--- config.mk ---
export PLATFORM = sky130hd
export DESIGN_NAME = dcf_mac
export DESIGN_NICKNAME = d
export VERILOG_FILES = /design/src/rtl/dcf_pkg.sv /design/src/rtl/dcf_mac.sv
export SDC_FILE = /design/constraint.sdc
export NUM_CORES = 2
export LEC_CHECK = 0
export BUFFER_PORTS_ARGS = -buffer_cell sky130_fd_sc_hd__buf_2
export CORE_UTILIZATION = 30
export CTS_CLUSTER_SIZE = 28
export DETAILED_ROUTE_END_ITERATION = 12
export PLACE_DENSITY = 0.41
export SYNTH_ARGS = -nofsm -noshare
export SYNTH_HDL_FRONTEND = slang
export SYNTH_SLANG_ARGS = --single-unit
--- constraint.sdc ---
create_clock -name clk -period 4.8 [get_ports clk]
set_clock_uncertainty 0.15 [all_clocks]
set_input_delay 0.96 -clock clk [delete_from_list [all_inputs] [get_ports clk]]
set_output_delay 0.96 -clock clk [all_outputs]
set_load 0.01 [all_outputs]
--- src/rtl/dcf_pkg.sv ---
// ---------------------------------------------------------------------------
// dcf_pkg: shared types and constants of the decimating complex FIR
// Field widths, the cell control bundle, the sequencer states and the
// action codes used by the cells, the MAC and the top level.
// ---------------------------------------------------------------------------
package dcf_pkg;

    // Field widths fixed by the item format.
    localparam int SAMPLE_W    = 16;
    localparam int TAP_W       = 18;
    localparam int TAP_INDEX_W = 7;
    localparam int DECIM_W     = 7;
    localparam int DECIM_CNT_W = 6;
    localparam int OUT_W       = 42;

    // Product of one sample part and one tap part, and the sum of two.
    localparam int PROD_W      = SAMPLE_W + TAP_W;
    localparam int PAIR_W      = PROD_W + 1;

    // Largest decimation factor; larger settings saturate to it.
    localparam int DECIM_MAX   = 64;

    // Default filter length.
    localparam int DEF_NUM_TAPS = 128;

    // Action codes of an input item.
    localparam logic ACT_PUSH = 1'b0;
    localparam logic ACT_TAP  = 1'b1;

    // One complex sample, Q1.15.
    typedef struct packed {
        logic signed [SAMPLE_W-1:0] re;
        logic signed [SAMPLE_W-1:0] im;
    } sample_t;

    // One complex coefficient, Q1.17.
    typedef struct packed {
        logic signed [TAP_W-1:0] re;
        logic signed [TAP_W-1:0] im;
    } tap_t;

    // Control shared by every cell of the row.
    typedef struct packed {
        logic push;     // shift a new sample in at cell 0
        logic rotate;   // rotate history and taps one place toward cell 0
        logic tap_we;   // write the coefficient to the addressed cell
    } cell_ctrl_t;

    // Sequencer states.
    typedef enum logic [1:0] {
        ST_IDLE,
        ST_SUM,
        ST_DRAIN,
        ST_FINISH
    } state_t;

endpackage

--- src/rtl/dcf_mac.sv ---
// ---------------------------------------------------------------------------
// dcf_mac: complex multiply-accumulate
// Registers the four partial products of one sample and one tap, then adds
// the real and imaginary pairs into 42-bit wrapping accumulators.
// ---------------------------------------------------------------------------
module dcf_mac
    import dcf_pkg::*;
(
    input  logic                    clk,
    input  logic                    rst_n,
    input  logic                    clear,
    input  logic                    load,
    input  sample_t                 sample,
    input  tap_t                    tap,
    output logic signed [OUT_W-1:0] acc_re,
    output logic signed [OUT_W-1:0] acc_im
);

    logic signed [PROD_W-1:0] rr_reg;
    logic signed [PROD_W-1:0] ii_reg;
    logic signed [PROD_W-1:0] ri_reg;
    logic signed [PROD_W-1:0] ir_reg;
    logic                     prod_valid_reg;
    logic signed [PAIR_W-1:0] pair_re;
    logic signed [PAIR_W-1:0] pair_im;
    logic signed [OUT_W-1:0]  acc_re_reg;
    logic signed [OUT_W-1:0]  acc_im_reg;
    logic signed [OUT_W-1:0]  acc_re_next;
    logic signed [OUT_W-1:0]  acc_im_next;

    // Product stage: four exact 16 x 18 products.
    always_ff @(posedge clk)
    begin
        rr_reg <= sample.re * tap.re;
        ii_reg <= sample.im * tap.im;
        ri_reg <= sample.re * tap.im;
        ir_reg <= sample.im * tap.re;
    end

    always_ff @(posedge clk or negedge rst_n)
    begin
        if (!rst_n)
        begin
            prod_valid_reg <= 1'b0;
        end
        else
        begin
            prod_valid_reg <= load && !clear;
        end
    end

    // Combine the products into one complex term.
    assign pair_re = PAIR_W'(rr_reg) - PAIR_W'(ii_reg);
    assign pair_im = PAIR_W'(ri_reg) + PAIR_W'(ir_reg);

    // Accumulate stage; the sum wraps in two's complement at 42 bits.
    always_comb
    begin
        acc_re_next = acc_re_reg;
        acc_im_next = acc_im_reg;
        if (clear)
        begin
            acc_re_next = '0;
            acc_im_next = '0;
        end
        else if (prod_valid_reg)
        begin
            acc_re_next = acc_re_reg + OUT_W'(pair_re);
            acc_im_next = acc_im_reg + OUT_W'(pair_im);
        end
    end

    always_ff @(posedge clk)
    begin
        acc_re_reg <= acc_re_next;
        acc_im_reg <= acc_im_next;
    end

    assign acc_re = acc_re_reg;
    assign acc_im = acc_im_reg;

endmodule

==> flow_metrics.tcl <==
set metrics [dict create \
    portBuffers 155 \
    synth-main-ff-cell "dfxtp_1" \
    root_buffer "clkbuf_16" \
    path_clk_slew_ns 0.07 \
    placed_cells 9223 \
    synth_area_per_cell_um2 9.07 \
    viasPerCell 4.48 \
    synth_area_um2 55300 \
    cp_slowest_stage_delay_ns 0.59 \
    place_congestion 0.856 \
    endpoint_kind "flip-flop" \
    first_global_vias 47391 \
    fp.coreArea_um2 183000 \
    htreeDepth 1 \
    initial_core_util_pct 30.2 \
    crit_path_top_delay_cell "fa_2" \
    finalSetupViolCount 97 \
    die_y_um 431 \
    synth_warnings 0 \
    drt_wl_total_mm 186 \
    yosysTopAreaCell "fa_1" \
    grt_max_degree 74 \
    final_design_area_no_fill_um2 72400 \
    path_max_fanout 7 \
    final_cells 9492 \
    cts_made_buffers 30 \
    pin_count 156 \
    overflow 0 \
    arrival_ns 6.78 \
    fin_ws_ns -1.64 \
    min_period_over_period_pct 134 \
    clk-insertion-delay-late_ns 0.63 \
    hp-class "reg -> reg" \
    final_nets 8740 \
    area_growth_pct 31.0 \
    drv_slew 0 \
    ys_seq_area_share_pct 8.01 \
    critical_path.top_delay_family "adder cells" \
    pre_cts_ws_ns -2.55 \
    failed_checks "setup timing" \
    cp-start-kind "input pin" \
    firstDrtPassIters 5 \
    drtIter0Drc 1826 \
    hpwlAfterDp_mm 156 \
    slew_headroom_pct 33.7 \
    outcome "finished with violations" \
    antenna_found_initial 20 \
    vias 42492 \
    die_area_um2 186000 \
    cpMostUsedCell "fa_2" \
    drt.antenna.violating_nets 0 \
    grt_pass1_wl_mm 289 \
    clock-sinks 221 \
    yosysMostFrequentCell "inv_1" \
    syn-num-nets 7838 \
    worst_slew_pin_slew_ns 0.994 \
    whs_ns 0.336 \
    die_x_um 431 \
    drive_above_1_share_pct 25.7 \
    cts_tree "built" \
    ys_async_sr_fraction_pct 0.452 \
    dpl_cell_area_um2 65700 \
    cts-root-to-sink-buffers 3 \
    finalCriticalPeriod_ns 6.44 \
    wl_per_cell_um 19.6 \
    finalHoldViolCount 0 \
    synth_top_area_share_pct 45.0 \
    synth_area_leaders "fa_1 (45%), inv_1 (10%), ha_1 (9.6%)" \
    num_rows 157 \
    synth_cell_types 75 \
    synth_cells 6097 \
    fmax_mhz 155 \
    cp_num_buf_inv 7 \
    synth_seq_cells 221 \
    critPathKind "in -> reg" \
    drc 0 \
    ys_top_cells_by_count "inv_1 (1490), fa_1 (1243), nand2_1 (657)" \
    rsz0062_at_grt "yes" \
    crit_required_ns 5.15 \
    grt_use_total_pct 20.6 \
    max_cap_violations 0 \
    synth-edff-count 0 \
]
==> per-stage QoR <==
step | TNS (ns) | utilization (%)
2_1_floorplan | -106.63 | -
3_3_place_gp | -190.53 | 35.9
3_5_place_dp | -193.17 | 35.9
4_1_cts | -94.19 | 38.7
5_1_grt | -112.15 | 39.5
6_report | -98.39 | 39.5
==> cell families (layout without fill, tap and decap cells) <==
logic type	count (synthesis)	count (layout)	share of synthesized area, %
AO/OA/AOI/OAI	593	593	7.14
XOR/XNOR	204	204	3.23
adder cells (fa/ha/maj)	1669	1669	54.6
buffers and inverters	1752	2678	11.9
flip-flops	221	221	8.01
multiplexers	41	41	0.744
other	0	5	0
AND/OR/NAND/NOR	1617	1617	14.3
==> layout by cell type, fill, tap and decap left out, types with 96 or more instances in the layout <==
cell / instances
inv_1: 1392
fa_1: 1153
buf_4: 727
nand2_1: 603
and2_1: 472
ha_1: 350
dfxtp_1: 220
nor2_1: 178
buf_6: 152
xnor2_1: 134
a21o_1: 115
a21oi_1: 114
buf_12: 100
inv_2: 97
buf_2: 96
==> worst reg2reg max path, delay by kind of cell, from the launching register on <==
kind                     cells  cell delay (ns)
AO/OA/AOI/OAI                7             1.97
adder cells (fa/ha/maj)      2             0.85
buffers and inverters        2             0.12
flip-flops                   1             0.37
AND/OR/NAND/NOR              3             0.85
==> final timing paths <==
path / start / to / slack, ns / depth (start not counted)
setup / recovery: tap[7] / ii_reg[32] / -1.64 / 25
hold / removal: acc_re[37] / acc_re[37] / 0.34 / 2
setup reg to reg: acc_re[2] / acc_re[38] / 0.38 / 14
hold reg to reg: acc_re[37] / acc_re[37] / 0.34 / 2
max in group asynchronous: rst_n / prod_valid_reg / 3.93 / 2
min in group asynchronous: rst_n / prod_valid_reg / 0.48 / 2
==> final cells by class <==
cell class | count | area (um2)
clock buffer | 34 | 796
inverter | 1492 | 5610
fill | 18561 | 111000
clock inverter | 22 | 369
multi-input combinational | 4124 | 47300
timing repair buffer | 1130 | 10800
antenna | 5 | 12.5
sequential | 221 | 4430
tap | 2464 | 3080
==> metal layers <==
metal | up-vias | global-route usage [%] | wire length (um)
met1 | 21787 | 28.3 | 86700
li1 | 19944 | - | -
met4 | 10 | 4.19 | 4160
met3 | 126 | 1.47 | 5630
met5 | - | 0 | 62
met2 | 625 | 35.4 | 89300
==> repair_timing <==
item | 4_1_cts | 5_1_grt
hold buffers | 1 | 0
setup endpoints to repair | 103 | 104
buffers inserted | 167 | 74
pin swaps | 313 | 315
gates cloned | 16 | 2
resized for setup | 620 | 307
endpoints found under the hold margin | 1 | 0
Power is not shown: default switching activity piles up to over one toggle a cycle in this logic, so the estimate is an artifact.
