**src/rtl/dcf_pkg.sv**
```systemverilog
// ---------------------------------------------------------------------------
// dcf_pkg: shared types and constants of the decimating complex FIR
// Field widths, the cell control bundle, the sequencer states and the
// action codes used by the cells, the MAC and the top level.
// ---------------------------------------------------------------------------
package dcf_pkg;

    // Field widths fixed by the item format.
    localparam int SAMPLE_W    = 16;
    localparam int TAP_W       = 18;
    localparam int TAP_INDEX_W = 7;
    localparam int DECIM_W     = 7;
    localparam int DECIM_CNT_W = 6;
    localparam int OUT_W       = 42;

    // Product of one sample part and one tap part, and the sum of two.
    localparam int PROD_W      = SAMPLE_W + TAP_W;
    localparam int PAIR_W      = PROD_W + 1;

    // Largest decimation factor; larger settings saturate to it.
    localparam int DECIM_MAX   = 64;

    // Default filter length.
    localparam int DEF_NUM_TAPS = 128;

    // Action codes of an input item.
    localparam logic ACT_PUSH = 1'b0;
    localparam logic ACT_TAP  = 1'b1;

    // One complex sample, Q1.15.
    typedef struct packed {
        logic signed [SAMPLE_W-1:0] re;
        logic signed [SAMPLE_W-1:0] im;
    } sample_t;

    // One complex coefficient, Q1.17.
    typedef struct packed {
        logic signed [TAP_W-1:0] re;
        logic signed [TAP_W-1:0] im;
    } tap_t;

    // Control shared by every cell of the row.
    typedef struct packed {
        logic push;     // shift a new sample in at cell 0
        logic rotate;   // rotate history and taps one place toward cell 0
        logic tap_we;   // write the coefficient to the addressed cell
    } cell_ctrl_t;

    // Sequencer states.
    typedef enum logic [1:0] {
        ST_IDLE,
        ST_SUM,
        ST_DRAIN,
        ST_FINISH
    } state_t;

endpackage

```
**src/rtl/dcf_cell.sv**
```systemverilog
// ---------------------------------------------------------------------------
// dcf_cell: one position of the filter row
// Holds one history sample and one coefficient. A push shifts samples one
// place away from cell 0; a rotate moves both one place toward cell 0.
// ---------------------------------------------------------------------------
module dcf_cell
    import dcf_pkg::*;
#(
    parameter int CELL_INDEX = 0
) (
    input  logic                   clk,
    input  logic                   rst_n,
    input  cell_ctrl_t             ctrl,
    input  sample_t                prev_sample,
    input  sample_t                next_sample,
    input  tap_t                   next_tap,
    input  logic [TAP_INDEX_W-1:0] tap_index,
    input  tap_t                   tap_wr,
    output sample_t                sample_q,
    output tap_t                   tap_q
);

    sample_t sample_reg;
    sample_t sample_next;
    tap_t    tap_reg;
    tap_t    tap_next;
    logic    tap_hit;

    // A tap write lands only in the cell whose position matches the index.
    assign tap_hit = (int'(tap_index) == CELL_INDEX);

    // Next sample: shift in on a push, move toward cell 0 on a rotate.
    always_comb
    begin
        sample_next = sample_reg;
        if (ctrl.push)
        begin
            sample_next = prev_sample;
        end
        else if (ctrl.rotate)
        begin
            sample_next = next_sample;
        end
    end

    // Next coefficient: written by a tap transfer, rotated during a sum.
    always_comb
    begin
        tap_next = tap_reg;
        if (ctrl.tap_we && tap_hit)
        begin
            tap_next = tap_wr;
        end
        else if (ctrl.rotate)
        begin
            tap_next = next_tap;
        end
    end

    // History clears at reset.
    always_ff @(posedge clk or negedge rst_n)
    begin
        if (!rst_n)
        begin
            sample_reg <= '0;
        end
        else
        begin
            sample_reg <= sample_next;
        end
    end

    // Coefficients hold whatever is written; they have no reset value.
    always_ff @(posedge clk)
    begin
        tap_reg <= tap_next;
    end

    assign sample_q = sample_reg;
    assign tap_q    = tap_reg;

endmodule

```
**config.mk**
```make
export PLATFORM = sky130hd
export DESIGN_NAME = dcf_cell
export DESIGN_NICKNAME = d
export VERILOG_FILES = /design/src/rtl/dcf_pkg.sv /design/src/rtl/dcf_cell.sv
export SDC_FILE = /design/constraint.sdc
export NUM_CORES = 1
export LEC_CHECK = 0
export ABC_AREA = 0
export BUFFER_PORTS_ARGS = -buffer_cell sky130_fd_sc_hd__buf_2
export CAP_MARGIN = 0
export CORE_ASPECT_RATIO = 2
export CORE_MARGIN = 2
export CORE_UTILIZATION = 45
export CTS_CLUSTER_SIZE = 8
export DETAILED_ROUTE_END_ITERATION = 10
export PLACE_DENSITY_LB_ADDON = 0.08
export SLEW_MARGIN = 20
export SYNTH_ARGS = -nofsm -noshare
export SYNTH_HDL_FRONTEND = slang
export SYNTH_SLANG_ARGS = --single-unit
```
**constraint.sdc**
```tcl
create_clock -name clk -period 0.9 [get_ports clk]
set_input_delay 0.18 -clock clk [delete_from_list [all_inputs] [get_ports clk]]
set_output_delay 0.18 -clock clk [all_outputs]
set_load 0.03 [all_outputs]
```
==> results.py <==
metrics = {
    "status": {
        "status": "complete, but fails checks",
        "violations": "setup timing",
    },
    "min_path": {
        "hp-class": "in -> reg",
        "min_from": "prev_sample[21]",
    },
    "timing": {
        "setup_viol": 140,
        "setup_ws_ps": -249,
        "hold_ws_ps": 66.6,
        "maxSlewViolCount": 0,
        "finalCriticalPeriod_ps": 1150,
        "max_slew_margin": 0.813,
        "finalCritPeriodShare": 1.28,
        "finalClockSkew_ps": 0,
        "hold_viol": 0,
        "worstMarginPinSlew_ps": 278,
        "finalSetupTns_ps": -24950,
        "fmax_mhz": 871,
        "grt_setup_unrepaired": "true",
    },
    "worst_setup_path": {
        "startpoint_type": "input port",
        "crit_arrival_ps": 1220,
        "endpoint_kind": "flip-flop",
        "crit_chain": "buf_6, nor4_4, nand2_4, buf_12, mux2_4",
        "crit_start": "tap_index[0]",
        "required_ps": 970,
        "r2r_start": "sample_q[27]",
        "max_stage_delay_ps": 330,
        "cp_slowest_cell": "nor4_4",
        "timing_worst_setup_path_type": "in -> reg",
        "reg2reg_setup_slack_ps": 30,
        "cp_max_fo": 22,
    },
    "yosys": {
        "netlist_area_sq_mm": 0.00314,
        "syn_inst": 218,
        "ys_types": 14,
        "synth_fp_nets": 366,
        "syn_avg_cell_area_sq_um": 14.4,
        "yosys_warnings": 0,
        "ys_seq_elements": 68,
        "yosysSeqAreaShare": 0.599,
    },
    "pwr": {
        "p_clk_frac": 0.358,
        "seq_power_share": 0.411,
        "comb_power_share": 0.230,
        "p_int_mw": 6.78,
        "switching_share": 0.257,
        "power_switching_mw": 2.34,
        "ir_worst_vdd_mv": 1.18,
        "power_per_cell_area_mw_per_mm2": 1730,
        "p_leak_nw": 2.67,
    },
    "clock_tree": {
        "cts_tree": "built",
        "clkLatencyLatePin_ps": 320,
        "clk_path_buf_depth": 2,
        "cts-buffers-inserted": 9,
        "clock-root-buffer": "clkbuf_16",
        "clock_sinks": 68,
        "htreeDepth": 3,
        "path_clk_slew_ps": 50,
    },
    "placement": {
        "place_congestion": 0.729,
        "place_area_sq_mm": 0.00444,
        "post-place-ws_ps": -612,
        "hpwlAfterDp_microns": 5880,
        "port-buffer-count": 215,
    },
    "layout": {
        "layout-drive-gt1-share": 0.627,
        "area_delta_synth_final_pct": 67.8,
        "final_nets": 601,
        "post-route-util": 0.771,
        "diodes": 0,
        "fill_cells": 462,
        "post-route-cell-area_sq_mm": 0.00527,
    },
    "grt": {
        "grt_pass1_vias": 2718,
        "grt_max_degree": 51,
        "grt_overflow": 0,
        "antenna_found_initial": 0,
        "grt_first_pass_wirelength_microns": 12400,
        "grt_usage": 0.212,
    },
    "drt": {
        "routed_via_density": 4.76,
        "wl_per_cell_microns": 14.9,
        "final_antenna_net_count": 0,
        "drtIter0Drc": 142,
        "vias": 2606,
        "dr.pass1.iters": 4,
        "drt-total-wl_microns": 8160,
        "drc": 0,
    },
    "die": {
        "start_util": 0.459,
        "fp.dieW_microns": 63.1,
        "io_pins": 216,
        "die_area_sq_mm": 0.00770,
        "rows": 43,
        "core-area_sq_mm": 0.00683,
        "dieHeight_microns": 122,
    },
    "run": {
        "maxCapViolCount": 0,
    },
}
==> what timing repair did <==
action                                  CTS  global route
resized for setup                       139             4
hold buffers                              1             0
pin swaps                                 0             2
endpoints found under the hold margin    32             0
buffers inserted                          4             9
endpoints found under the setup margin  140           142
==> cell usage in the layout (no fill, tap or decap), drive strengths merged <==
cell type,n
bufinv,1
nor4,1
clkbuf,13
dlygate4sd3,1
edfxtp,36
o21ai,32
dfrtp,32
nand2b,1
mux2i,32
nor4b,1
nand2,33
buf,237
mux2,36
clkinv,2
==> critical path: cells and delay by family <==
kind / cells / cell delay, ps
and+or+nand+nor: 2 / 440
muxes: 1 / 310
buffers and inverters: 2 / 280
==> flip-flops by register name, indices dropped and copies added (netlist names) <==
| name | flops |
|---|---|
| tap_q | 36 |
| sample_q | 32 |
==> synth_stat cells <==
library cell,instances,area (sq um)
nor4b_4,1,23.8
edfxtp_1,36,1080
mux2_2,7,78.8
buf_2,4,20.0
clkbuf_1,7,26.3
mux2i_1,32,320
nand2b_1,1,6.26
nand2_1,32,120
o21ai_0,32,160
nand2_4,1,11.3
buf_6,3,33.8
dfrtp_1,32,801
nor4_4,1,21.3
mux2_4,29,435
==> worst paths after layout <==
kind | cells past startpoint | endpoint
setup / recovery | 5 | tap_q[21]
hold / removal | 3 | sample_q[21]
setup reg to reg | 3 | sample_q[27]
hold reg to reg | 2 | sample_q[25]
max in group asynchronous | 3 | sample_q[21]
min in group asynchronous | 3 | sample_q[31]
==> power by group through the flow <==
stage	combinational, mW	clock, mW	sequential (mW)
5_1_grt	2.22	3.50	3.78
2_1_floorplan	0.399	0	4.28
4_1_cts	2.04	3.34	3.75
6_report	2.10	3.27	3.75
3_5_place_dp	1.70	0	3.73
3_3_place_gp	1.67	0	3.73
==> through the flow <==
step,power (mW),instances
after global placement,5.40,519
after CTS,9.14,540
after global routing,9.50,548
after detailed placement,5.43,519
final,9.12,548
after floorplan,4.68,218
==> logic make-up after synthesis <==
family | after synthesis | share of synthesized area
compound gates | 32 | 0.0510
buf+inv | 14 | 0.0255
flops | 68 | 0.599
mux | 68 | 0.266
simple gates | 36 | 0.0582
==> layout make-up <==
| cell class | count | area (sq um) | area share |
|---|---|---|---|
| clock buffers | 13 | 240 | 0.0456 |
| clock inverters | 3 | 37.5 | 0.00712 |
| multi-input cells | 136 | 1180 | 0.225 |
| flip-flops and latches | 68 | 1880 | 0.357 |
| well taps | 90 | 113 | 0.0214 |
| repair buffers | 238 | 1810 | 0.344 |
==> metal layers <==
metal / vias to the layer above / routed length [microns] / global-route usage
met3: 17 / 670 / 0.0656
met1: 1189 / 3070 / 0.234
met4: 0 / 273 / 0.128
met2: 142 / 4150 / 0.353
li1: 1258 / - / -
met5: - / 0 / 0
No activity file was read; power rests on OpenSTA's default activity.
